[src/pcgf_pkg.sv]
// Package for the pitch contour octave fix and gap fill block.
// Holds the item types of both channels and the fixed-point constants.
// No dependencies.
`default_nettype none

package pcgf_pkg;

    // One input item: a pitch frame and its end-of-contour mark.
    typedef struct packed {
        logic [15:0] pitch_in;
        logic        end_of_contour;
    } frame_t;

    // One result item.
    typedef struct packed {
        logic [15:0] pitch_out;
        logic        was_filled;
        logic        last_of_run;
    } result_t;

    // Reset value of the max_gap_frames register.
    localparam logic [4:0] MAX_GAP_RESET = 5'd8;

    // Width of a Q5.16 log2 value of a 17-bit code.
    localparam int LOG_W = 21;

    // Fraction bits of the log2 domain and the value 1.0 in it.
    localparam int LOG_FRAC = 16;
    localparam logic [LOG_W-1:0] LOG_ONE = LOG_W'(1) << LOG_FRAC;

    // The mantissa of the squaring unit is kept in Q1.30.
    localparam int MANT_W = 31;

    // Largest pitch code.
    localparam logic [15:0] PITCH_MAX = 16'hFFFF;

endpackage

`default_nettype wire

[src/pitch_contour_octave_fix_gap_fill.sv]
// Top level of the pitch contour octave fix and gap fill block.
// Uses pcgf_pkg for the item types and fixed-point constants.
// Contains the sequencer, the shared log2 squaring unit and the divider.
`default_nettype none

// Channel   Direction  Handshake              Payload
// frame     in         frame_valid/stall      pcgf_pkg::frame_t
// result    out        result_valid/stall     pcgf_pkg::result_t
// cfg       in         cfg_valid/cfg_ready    max_gap_frames (5 bits)
//
// An item is taken while the sequencer is idle; an item that only gets held back gives no result.
// Zero results come from S_ZERO and wait while the output is stalled. A filled run
// of g frames costs two log2 runs, then per frame an accumulation, DW divider steps
// (DW = 23 plus the bits of the gap count, 28 by default) and up to 16 binary
// search steps on the shared log2 unit. The exp2 search is the largest part of that work.
// Reset clears all contour state and sets max_gap_frames to 8. A stalled result
// holds the sequencer; the next item is taken once the last result of the current
// one sits in the output register.

module pitch_contour_octave_fix_gap_fill #(
    parameter int MAX_GAP = 16
) (
    input  wire logic             clk,
    input  wire logic             rst_n,
    input  wire logic             frame_valid,
    output logic                  frame_stall,
    input  wire pcgf_pkg::frame_t frame,
    output logic                  result_valid,
    input  wire logic             result_stall,
    output pcgf_pkg::result_t     result,
    input  wire logic             cfg_valid,
    output logic                  cfg_ready,
    input  wire logic [4:0]       cfg_data
);

    localparam int CNT_W = $clog2(MAX_GAP + 1);
    localparam int ZC_W  = $clog2(MAX_GAP + 2);
    localparam int DIFF_W = pcgf_pkg::LOG_W + 1;
    localparam int NUM_W = DIFF_W + CNT_W;
    localparam int DVD_W = NUM_W + 1;
    localparam int DV_W  = CNT_W + 2;
    localparam int REM_W = CNT_W + 3;
    localparam int DCNT_W = $clog2(DVD_W + 1);
    localparam int L_W   = DVD_W + 2;
    localparam int MW    = pcgf_pkg::MANT_W;
    localparam int LW    = pcgf_pkg::LOG_W;

    typedef enum logic [3:0] {
        S_IDLE, S_ZERO, S_LOG0, S_LOG1, S_ACC, S_DIVSET, S_DIV, S_LSET,
        S_MID, S_EXPW, S_EMIT_FILL, S_EMIT_F
    } state_t;

    state_t state_reg, state_next;

    // Configuration and contour state.
    logic [4:0]       max_gap_frames_reg;
    logic [15:0]      prev_fixed_reg;
    logic [15:0]      last_voiced_reg;
    logic             seen_voiced_reg;
    logic [CNT_W-1:0] held_reg;
    logic             long_gap_reg;

    // Plan of the current item.
    logic [15:0]      f_reg;
    logic [ZC_W-1:0]  zero_cnt_reg;
    logic [CNT_W-1:0] fill_left_reg;
    logic [CNT_W-1:0] gap_reg;
    logic             emit_f_reg;

    // Interpolation datapath.
    logic [LW-1:0]           l0_reg;
    logic signed [DIFF_W-1:0] diff_reg;
    logic signed [NUM_W-1:0]  num_reg;
    logic [DVD_W-1:0]        dvd_reg;
    logic [REM_W-1:0]        rem_reg;
    logic [DCNT_W-1:0]       dcnt_reg;
    logic [L_W-1:0]          lim_reg;
    logic [16:0]             lo_reg;
    logic [16:0]             hi_reg;
    logic [16:0]             mid_reg;

    // Output register.
    logic                result_valid_reg;
    pcgf_pkg::result_t   result_reg;

    // Shared log2 unit.
    logic                lg_start;
    logic [16:0]         lg_x;
    logic                lg_busy_reg;
    logic                lg_done_reg;
    logic [MW-1:0]       lg_m_reg;
    logic [LW-1:0]       lg_r_reg;
    logic [3:0]          lg_cnt_reg;

    assign frame_stall  = (state_reg != S_IDLE);
    assign cfg_ready    = 1'b1;
    assign result_valid = result_valid_reg;
    assign result       = result_reg;

    logic accept;
    logic out_free;
    assign accept   = frame_valid && (state_reg == S_IDLE);
    assign out_free = !result_valid_reg || !result_stall;

    // Octave fix and planning of an arriving item.
    logic [CNT_W-1:0] limit;
    logic [20:0]      c20, c9, c11;
    logic [16:0]      dbl;
    logic [15:0]      f_new;
    logic             voiced;
    logic             do_fill;
    logic [ZC_W-1:0]  zc;
    logic [CNT_W-1:0] held_new;
    logic             long_new;
    logic             over_limit;

    always_comb
    begin
        if (32'(max_gap_frames_reg) > 32'(MAX_GAP))
            limit = CNT_W'(MAX_GAP);
        else
            limit = CNT_W'(max_gap_frames_reg);
        voiced = (frame.pitch_in != 16'd0);
        c20 = 21'(frame.pitch_in) * 21'd20;
        c9  = 21'(prev_fixed_reg) * 21'd9;
        c11 = 21'(prev_fixed_reg) * 21'd11;
        dbl = {frame.pitch_in, 1'b0};
        f_new = frame.pitch_in;
        if (prev_fixed_reg != 16'd0 && c20 > c9 && c20 < c11)
            f_new = dbl[16] ? pcgf_pkg::PITCH_MAX : dbl[15:0];
        over_limit = ({1'b0, held_reg} + (CNT_W+1)'(1)) > {1'b0, limit};
        do_fill  = 1'b0;
        zc       = '0;
        held_new = held_reg;
        long_new = long_gap_reg;
        if (voiced) begin
            do_fill = (held_reg != '0) && (held_reg <= limit) && seen_voiced_reg;
            if (held_reg != '0 && !do_fill)
                zc = ZC_W'(held_reg);
            held_new = '0;
            long_new = 1'b0;
        end else if (!seen_voiced_reg || long_gap_reg) begin
            zc = ZC_W'(1);
        end else if (over_limit) begin
            zc = ZC_W'(held_reg) + ZC_W'(1);
            held_new = '0;
            long_new = 1'b1;
        end else begin
            held_new = held_reg + CNT_W'(1);
        end
        if (frame.end_of_contour)
            zc = zc + ZC_W'(held_new);
    end

    // Fill arithmetic between registers.
    logic signed [NUM_W-1:0] num_acc;
    logic [NUM_W-1:0]        mag;
    logic [DV_W-1:0]         dv;
    logic [REM_W-1:0]        trial;
    logic signed [L_W-1:0]   l_s;
    logic [17:0]             mid_sum;
    logic [16:0]             mid_c;

    always_comb
    begin
        num_acc = num_reg + NUM_W'(diff_reg);
        mag = num_reg[NUM_W-1] ? NUM_W'(-num_reg) : NUM_W'(num_reg);
        dv = DV_W'({1'b0, gap_reg} + (CNT_W+1)'(1)) << 1;
        trial = {rem_reg[REM_W-2:0], dvd_reg[DVD_W-1]};
        if (num_reg[NUM_W-1])
            l_s = L_W'(l0_reg) - L_W'(dvd_reg);
        else
            l_s = L_W'(l0_reg) + L_W'(dvd_reg);
        mid_sum = 18'(lo_reg) + 18'(hi_reg) + 18'd1;
        mid_c = mid_sum[17:1];
    end

    // Start requests for the shared log2 unit.
    always_comb
    begin
        lg_start = 1'b0;
        lg_x = 17'(f_reg);
        case (state_reg)
            S_IDLE:
            begin
                lg_start = accept && voiced && do_fill;
                lg_x = 17'(last_voiced_reg);
            end
            S_LOG0:
            begin
                lg_start = lg_done_reg;
                lg_x = 17'(f_reg);
            end
            S_MID:
            begin
                lg_start = (lo_reg < hi_reg);
                lg_x = {mid_c[15:0], 1'b0} - 17'd1;
            end
            default:
            begin
                lg_start = 1'b0;
            end
        endcase
    end

    // Next state.
    always_comb
    begin
        state_next = state_reg;
        case (state_reg)
            S_IDLE:
            begin
                if (accept) begin
                    if (voiced && do_fill)
                        state_next = S_LOG0;
                    else if (zc != '0)
                        state_next = S_ZERO;
                    else if (voiced)
                        state_next = S_EMIT_F;
                end
            end
            S_ZERO:
            begin
                if (out_free && zero_cnt_reg == ZC_W'(1))
                    state_next = emit_f_reg ? S_EMIT_F : S_IDLE;
            end
            S_LOG0:      if (lg_done_reg) state_next = S_LOG1;
            S_LOG1:      if (lg_done_reg) state_next = S_ACC;
            S_ACC:       state_next = S_DIVSET;
            S_DIVSET:    state_next = S_DIV;
            S_DIV:       if (dcnt_reg == DCNT_W'(1)) state_next = S_LSET;
            S_LSET:      state_next = S_MID;
            S_MID:       state_next = (lo_reg < hi_reg) ? S_EXPW : S_EMIT_FILL;
            S_EXPW:      if (lg_done_reg) state_next = S_MID;
            S_EMIT_FILL:
            begin
                if (out_free)
                    state_next = (fill_left_reg == CNT_W'(1)) ? S_EMIT_F : S_ACC;
            end
            S_EMIT_F:    if (out_free) state_next = S_IDLE;
            default:     state_next = S_IDLE;
        endcase
    end

    // Sequencer, contour state, divider and output register.
    always_ff @(posedge clk or negedge rst_n)
    begin
        if (!rst_n) begin
            state_reg          <= S_IDLE;
            max_gap_frames_reg <= pcgf_pkg::MAX_GAP_RESET;
            prev_fixed_reg     <= '0;
            last_voiced_reg    <= '0;
            seen_voiced_reg    <= 1'b0;
            held_reg           <= '0;
            long_gap_reg       <= 1'b0;
            f_reg              <= '0;
            zero_cnt_reg       <= '0;
            fill_left_reg      <= '0;
            gap_reg            <= '0;
            emit_f_reg         <= 1'b0;
            l0_reg             <= '0;
            diff_reg           <= '0;
            num_reg            <= '0;
            dvd_reg            <= '0;
            rem_reg            <= '0;
            dcnt_reg           <= '0;
            lim_reg            <= '0;
            lo_reg             <= '0;
            hi_reg             <= '0;
            mid_reg            <= '0;
            result_valid_reg   <= 1'b0;
            result_reg         <= '0;
        end else begin
            state_reg <= state_next;
            if (cfg_valid)
                max_gap_frames_reg <= cfg_data;
            if (result_valid_reg && !result_stall)
                result_valid_reg <= 1'b0;

            case (state_reg)
                S_IDLE:
                begin
                    if (accept) begin
                        f_reg         <= f_new;
                        zero_cnt_reg  <= zc;
                        emit_f_reg    <= voiced;
                        fill_left_reg <= held_reg;
                        gap_reg       <= held_reg;
                        if (voiced) begin
                            prev_fixed_reg  <= f_new;
                            last_voiced_reg <= f_new;
                            seen_voiced_reg <= 1'b1;
                        end else begin
                            prev_fixed_reg  <= '0;
                        end
                        held_reg     <= held_new;
                        long_gap_reg <= long_new;
                        if (frame.end_of_contour) begin
                            prev_fixed_reg  <= '0;
                            last_voiced_reg <= '0;
                            seen_voiced_reg <= 1'b0;
                            held_reg        <= '0;
                            long_gap_reg    <= 1'b0;
                        end
                    end
                end
                S_ZERO:
                begin
                    if (out_free) begin
                        result_valid_reg       <= 1'b1;
                        result_reg.pitch_out   <= '0;
                        result_reg.was_filled  <= 1'b0;
                        result_reg.last_of_run <= (zero_cnt_reg == ZC_W'(1)) && !emit_f_reg;
                        zero_cnt_reg           <= zero_cnt_reg - ZC_W'(1);
                    end
                end
                S_LOG0:
                begin
                    if (lg_done_reg)
                        l0_reg <= lg_r_reg;
                end
                S_LOG1:
                begin
                    if (lg_done_reg) begin
                        diff_reg <= DIFF_W'(lg_r_reg) - DIFF_W'(l0_reg);
                        num_reg  <= '0;
                    end
                end
                S_ACC:
                begin
                    num_reg <= num_acc;
                end
                S_DIVSET:
                begin
                    // Rounded quotient: (2*|num| + den) / (2*den).
                    dvd_reg  <= {mag, 1'b0} + DVD_W'(gap_reg) + DVD_W'(1);
                    rem_reg  <= '0;
                    dcnt_reg <= DCNT_W'(DVD_W);
                end
                S_DIV:
                begin
                    if (trial >= REM_W'(dv)) begin
                        rem_reg <= trial - REM_W'(dv);
                        dvd_reg <= {dvd_reg[DVD_W-2:0], 1'b1};
                    end else begin
                        rem_reg <= trial;
                        dvd_reg <= {dvd_reg[DVD_W-2:0], 1'b0};
                    end
                    dcnt_reg <= dcnt_reg - DCNT_W'(1);
                end
                S_LSET:
                begin
                    if (l_s[L_W-1])
                        lim_reg <= L_W'(pcgf_pkg::LOG_ONE);
                    else
                        lim_reg <= L_W'(l_s) + L_W'(pcgf_pkg::LOG_ONE);
                    lo_reg <= 17'd1;
                    hi_reg <= 17'(pcgf_pkg::PITCH_MAX);
                end
                S_MID:
                begin
                    mid_reg <= mid_c;
                end
                S_EXPW:
                begin
                    if (lg_done_reg) begin
                        if (L_W'(lg_r_reg) <= lim_reg)
                            lo_reg <= mid_reg;
                        else
                            hi_reg <= mid_reg - 17'd1;
                    end
                end
                S_EMIT_FILL:
                begin
                    if (out_free) begin
                        result_valid_reg       <= 1'b1;
                        result_reg.pitch_out   <= lo_reg[15:0];
                        result_reg.was_filled  <= 1'b1;
                        result_reg.last_of_run <= 1'b0;
                        fill_left_reg          <= fill_left_reg - CNT_W'(1);
                    end
                end
                S_EMIT_F:
                begin
                    if (out_free) begin
                        result_valid_reg       <= 1'b1;
                        result_reg.pitch_out   <= f_reg;
                        result_reg.was_filled  <= 1'b0;
                        result_reg.last_of_run <= 1'b1;
                    end
                end
                default:
                begin
                end
            endcase
        end
    end

    // Shared log2 unit: normalize, then one squaring of the Q1.30 mantissa per
    // cycle for each of the 16 fraction bits, truncating.
    logic [4:0]        lg_n;
    logic [MW-1:0]     lg_m0;
    logic [2*MW-1:0]   lg_sq;
    logic [MW:0]       lg_t;

    always_comb
    begin
        lg_n = '0;
        for (int k = 1; k < 17; k++) begin
            if (lg_x[k])
                lg_n = 5'(k);
        end
        lg_m0 = MW'({14'd0, lg_x}) << (5'd30 - lg_n);
        lg_sq = (2*MW)'(lg_m_reg) * (2*MW)'(lg_m_reg);
        lg_t  = lg_sq[2*MW-1:MW-1];
    end

    always_ff @(posedge clk or negedge rst_n)
    begin
        if (!rst_n) begin
            lg_busy_reg <= 1'b0;
            lg_done_reg <= 1'b0;
            lg_m_reg    <= '0;
            lg_r_reg    <= '0;
            lg_cnt_reg  <= '0;
        end else begin
            lg_done_reg <= 1'b0;
            if (lg_start) begin
                lg_busy_reg <= 1'b1;
                lg_m_reg    <= lg_m0;
                lg_r_reg    <= LW'(lg_n) << pcgf_pkg::LOG_FRAC;
                lg_cnt_reg  <= 4'd15;
            end else if (lg_busy_reg) begin
                if (lg_t[MW]) begin
                    lg_m_reg <= lg_t[MW:1];
                    lg_r_reg <= lg_r_reg | (LW'(1) << lg_cnt_reg);
                end else begin
                    lg_m_reg <= lg_t[MW-1:0];
                end
                lg_cnt_reg <= lg_cnt_reg - 4'd1;
                if (lg_cnt_reg == 4'd0) begin
                    lg_busy_reg <= 1'b0;
                    lg_done_reg <= 1'b1;
                end
            end
        end
    end

endmodule

`default_nettype wire
[config.mk]
export PLATFORM = sky130hd
export DESIGN_NAME = pitch_contour_octave_fix_gap_fill
export DESIGN_NICKNAME = d
export VERILOG_FILES = /design/src/pcgf_pkg.sv /design/src/pitch_contour_octave_fix_gap_fill.sv
export SDC_FILE = /design/constraint.sdc
export NUM_CORES = 2
export LEC_CHECK = 0
export BUFFER_PORTS_ARGS = -buffer_cell sky130_fd_sc_hd__buf_2
export CAP_MARGIN = 20
export CORE_UTILIZATION = 50
export DETAILED_ROUTE_END_ITERATION = 16
export PLACE_DENSITY = 0.74
export SYNTH_ARGS = -nofsm -noshare
export SYNTH_HDL_FRONTEND = slang
export SYNTH_SLANG_ARGS = --single-unit
[constraint.sdc]
create_clock -name clk -period 10.05 [get_ports clk]
set_clock_uncertainty 0.15 [all_clocks]
set_input_delay 0.5025 -clock clk [delete_from_list [all_inputs] [get_ports clk]]
set_output_delay 0.5025 -clock clk [all_outputs]
set_load 0.005 [all_outputs]
; ---- Word level (Yosys, flattened, before mapping)
; Index checks and enable logic that the tools add are counted.
[classes]
n_addsub = 22
multipliers = 4
n_lt_le_gt_ge = 8
eq_ne = 27
n_shift = 2
n_mux = 99
bitwise_logic = 1
n_reduce_logical = 50
[op_table]
columns = op, n
row1 = $mux W5, 29
row2 = $pmux W17 S2, 3
row3 = $mux W16, 6
row4 = $mux W31, 3
row5 = $mux W17, 4
row6 = $mux W21, 3
row7 = $mul A31 B31 Y62, 1
row8 = $mux W30, 2
row9 = $mux W4, 15
row10 = $pmux W28 S2, 1
row11 = $mux W18, 3
row12 = $mux W27, 2
row13 = $pmux W18 S3, 1
row14 = $pmux W27 S2, 1
row15 = $pmux W4 S12, 1
row16 = $mul A16 B4 Y20 const B, 2
row17 = $sub A17 B1 Y17 const B, 2
row18 = $reduce_bool A16 Y1, 2
row19 = $shl A17 B5 Y31, 1
row20 = $add A30 B17 Y30 const B, 1
row21 = $le A21 B30 Y1, 1
row22 = $pmux W5 S2, 3
row23 = $add A21 B28 Y29, 1
row24 = $sub A21 B28 Y29, 1
row25 = other kinds (50), 124
[word_totals]
register_bits = 348
in_bits = 27
out_inout_bits = 21
word_cells = 244

; ---- Longest topological paths before layout
[logic_depth]
ltp_word = 23
mapped_depth = 36
depth_no_buf = 34

; ---- Worst setup path before layout
; No wires, ideal clock.
[synth_timing]
path_kind = reg2reg
startpoint = register lg_m_reg[11]
endpoint = register lg_m_reg[29]
setup_ns = 0.137
t_arrival_ns = 8.297
required_ns = 9.763
path_slack_ns = 1.466
stages_incl_launch_ff = 35
path_buffers = 4
period_less_slack_ns = 8.584
cell_sequence = dfrtp_1 -> clkbuf_1 -> clkbuf_1 -> nand2_1 -> fa_1 -> inv_1 -> fa_1 -> fa_1 -> inv_1 -> fa_1 -> inv_1 -> fa_1 -> inv_1 -> fa_1 -> inv_1 -> fa_1 -> inv_1 -> fa_1 -> inv_1 -> ha_1 -> o21a_1 -> o2111ai_1 -> nand2_1 -> o211a_1 -> a31oi_1 -> nor4bb_1 -> o2111ai_1 -> a21o_1 -> a211o_1 -> xnor2_1 -> clkbuf_1 -> clkbuf_1 -> o22ai_1 -> a311oi_1 -> a21oi_1
[synth_between]
elab_chain_len = 4
[synth_rtl]
columns = element, line_no
row1 = from (decl), pitch_contour_octave_fix_gap_fill.sv:91  ; logic [MW-1:0] lg_m_reg;
row2 = from (signal assigned), pitch_contour_octave_fix_gap_fill.sv:430  ; lg_m_reg <= lg_m0;
row3 = from (signal assigned), pitch_contour_octave_fix_gap_fill.sv:435  ; lg_m_reg <= lg_t[MW:1];
row4 = from (signal assigned), pitch_contour_octave_fix_gap_fill.sv:438  ; lg_m_reg <= lg_t[MW-1:0];
row5 = $mul A31 B31 Y62, pitch_contour_octave_fix_gap_fill.sv:414  ; lg_sq = (2*MW)'(lg_m_reg) * (2*MW)'(lg_m_reg);
row6 = $mux W31, pitch_contour_octave_fix_gap_fill.sv:434  ; if (lg_t[MW]) begin
row7 = $mux W31, pitch_contour_octave_fix_gap_fill.sv:433  ; end else if (lg_busy_reg) begin
row8 = $mux W31, pitch_contour_octave_fix_gap_fill.sv:428  ; if (lg_start) begin
; Every way passes these cells. The select of a mux whose other input is x is not followed.
; A chain may end at the register's enable or synchronous reset.

; ---- Final worst setup path
[layout_timing]
startpoint = register lg_m_reg[3]
endpoint = register lg_m_reg[13]
; Same word-level chain as after synthesis.

==> flow_summary.yaml <==
status:
  status: "finished, final reports clean"
timing:
  finalSetupViolCount: 0
  post-route-min-period_ps: 9593
  slew_headroom: 0.3319
  timing.fmax_mhz: 104.2
  slew_viol_final: 0
  hold_viol: 0
  rsz0062_at_grt: "no"
  setup_ws_ps: 456.8
  worst_slew_pin_slew_ps: 1002
  period_share: 0.9545
  final.setup.tns_ps: 0
finish:
  final_cell_mix: "inv_1, fa_1, nand2_1"
  drive_gt1_frac: 0.05114
  area_growth_pct: 6.275
  largest_reg_flops: 31
  antenna_cells: 0
  nFillCells: 9880
  layout.nets: 7689
  final_common_cell: "inv_1"
logic_synthesis:
  yosysSeqAreaShare: 0.1575
  synth_nets: 7729
  synth.avg_cell_area_sq_um: 8.718
  synth_top_area_frac: 0.2819
  synthArstFlopShare: 1.000
  ys_types: 100
  synth_area_sq_um: 55320
  ys_seq_elements: 348
  synth-edff-count: 0
  ys_top_cells_by_area: "fa_1, dfrtp_1, ha_1"
  syn_inst: 6345
  ys_warn_count: 0
  synth_ff_type: "dfrtp_1"
  synth_area_leader_cell: "fa_1"
detailed_routing:
  via_per_inst: 5.558
  dr.pass1.iters: 5
  vias: 43420
  wl_per_cell_microns: 18.34
  drc: 0
  wl_microns: 143300
  drtAntennaViolNets: 0
  first_iter_violations: 3100
global_route:
  grt_pass1_wl_microns: 236700
  grt_overflow: 0
  track_usage: 0.2625
  grt_pass1_vias: 45160
  grt_start_max_net_pins: 155
  antenna_found_initial: 0
placement:
  numPortBuffers: 46
  routabilityCongestion: 0.9617
  place_ws_ps: 558.9
  post-dp-hpwl_microns: 115000
die:
  die_x_microns: 334.6
  rows: 121
  die_h_microns: 334.6
  coreArea_sq_um: 109300
  dieArea_sq_um: 112000
  io_pins: 48
  start_util: 0.5061
clock_network:
  tritoncts: "built"
  clk_latency_ps: 590
  cts_buffer_depth: 3
  htree_levels: 2
  cts_root_buf: "clkbuf_16"
  clkTransAtPathRegs_ps: 60
  numCtsBuffers: 41
  cts_setup_buffers: 0
  cts_num_sinks: 348
critical_path:
  slowest_stage: "dfrtp_1"
  crit_path_max_fanout: 25
  crit_path_end_kind: "register"
  arrival_ps: 9880
  critPathLaunchType: "register"
  crit_required_ps: 10340
  cpPeakStageDelay_ps: 990
  cpMostUsedCell: "fa_1"
  worst-setup-path-type: "register to register"
min_path:
  hold_class: "primary input to register"
run:
  cap_violations: 0
==> cells by family after synthesis <==
kind of cell / share of synthesized area
flops: 0.1575
xor+xnor: 0.03915
other cells: 0.00006779
simple gates: 0.1342
compound gates: 0.1244
buf+inv: 0.1095
fa+ha+maj: 0.4127
mux: 0.02260
==> worst max-delay path, delay by kind of cell (launching register included) <==
kind | cells | cell delay [ps]
AO/OA/AOI/OAI | 10 | 2590
adder cells (fa/ha/maj) | 9 | 4130
XOR/XNOR | 1 | 140
AND/OR/NAND/NOR | 3 | 490
flip-flops | 1 | 990
buffers and inverters | 8 | 940
==> what timing repair did <==
action                                 CTS  global route
endpoints found under the hold margin  120             0
hold buffers                             4             0
resized for setup                        0             0
==> synthesized netlist by cell type (8+ instances only) <==
cell type and instances:
nand2b_1 44, nor2_1 293, o211ai_1 16, a22oi_1 45, nor4_1 29, or4_1 12, o21ai_0 351, ha_1 578
o31ai_1 33, nand4_1 33, nor3b_1 12, o221ai_1 12, a21o_1 72, a311oi_1 14, a211o_1 11, or2_2 15
nor2b_1 44, nand2_1 641, a21boi_0 18, a22o_1 11, buf_1 14, fa_1 779, and3_1 27, o21bai_1 32
mux2_2 53, and2_1 163, xnor2_1 148, nand3_1 118, nor3_1 83, inv_1 1369, mux4_2 8, mux2i_1 45
a31oi_1 29, xor2_1 93, a211oi_1 23, or3_1 29, a21oi_1 263, o21a_1 36, clkbuf_1 213, dfrtp_1 347
o22ai_1 33, o21ai_1 10
==> per-stage QoR <==
step           instance area (sq um)  utilization  hold WS [ps]  std cells
5_1_grt                        58790       0.5378         16.68       7811
6_report                       58790       0.5378         26.00       7811
3_3_place_gp                   57320       0.5244         311.5       7731
2_1_floorplan                  55320            -         56.91       6345
3_5_place_dp                   57320       0.5244         320.2       7731
4_1_cts                        58730       0.5373         5.986       7808
==> path summary, 6_finish.rpt <==
path	startpoint	endpoint	slack, ps	cells past startpoint
min in group asynchronous	rst_n	num_reg[24]	420	2
worst max-delay path	lg_m_reg[3]	lg_m_reg[13]	460	31
worst min-delay path	cfg_data[1]	max_gap_frames_reg[1]	30	2
worst min register to register	lim_reg[11]	lim_reg[11]	330	2
worst max register to register	lg_m_reg[3]	lg_m_reg[13]	460	31
max in group asynchronous	rst_n	lg_m_reg[4]	7800	3
==> routing by layer <==
layer / wire (microns) / vias up / global-route usage / part of all wire
li1: - / 20180 / - / -
met1: 58740 / 21490 / 0.3410 / 0.41
met2: 70240 / 1445 / 0.4540 / 0.49
met3: 9378 / 297 / 0.03325 / 0.065
met4: 4932 / 0 / 0.08423 / 0.034
met5: 0 / - / 0 / 0
==> final cells by class <==
| class | instances | area (sq um) | share of cell area |
|---|---|---|---|
| Clock buffer | 53 | 1132 | 0.01926 |
| Sequential cell | 348 | 8712 | 0.1482 |
| Tap cell | 1476 | 1847 | 0.03141 |
| Inverter | 1377 | 5169 | 0.08792 |
| Clock inverter | 20 | 240.2 | 0.004086 |
| Timing Repair Buffer | 148 | 1074 | 0.01826 |
| Multi-Input combinational cell | 4389 | 40610 | 0.6909 |
Power is not shown: default switching activity piles up to over one toggle a cycle in this logic, so the estimate is an artifact.
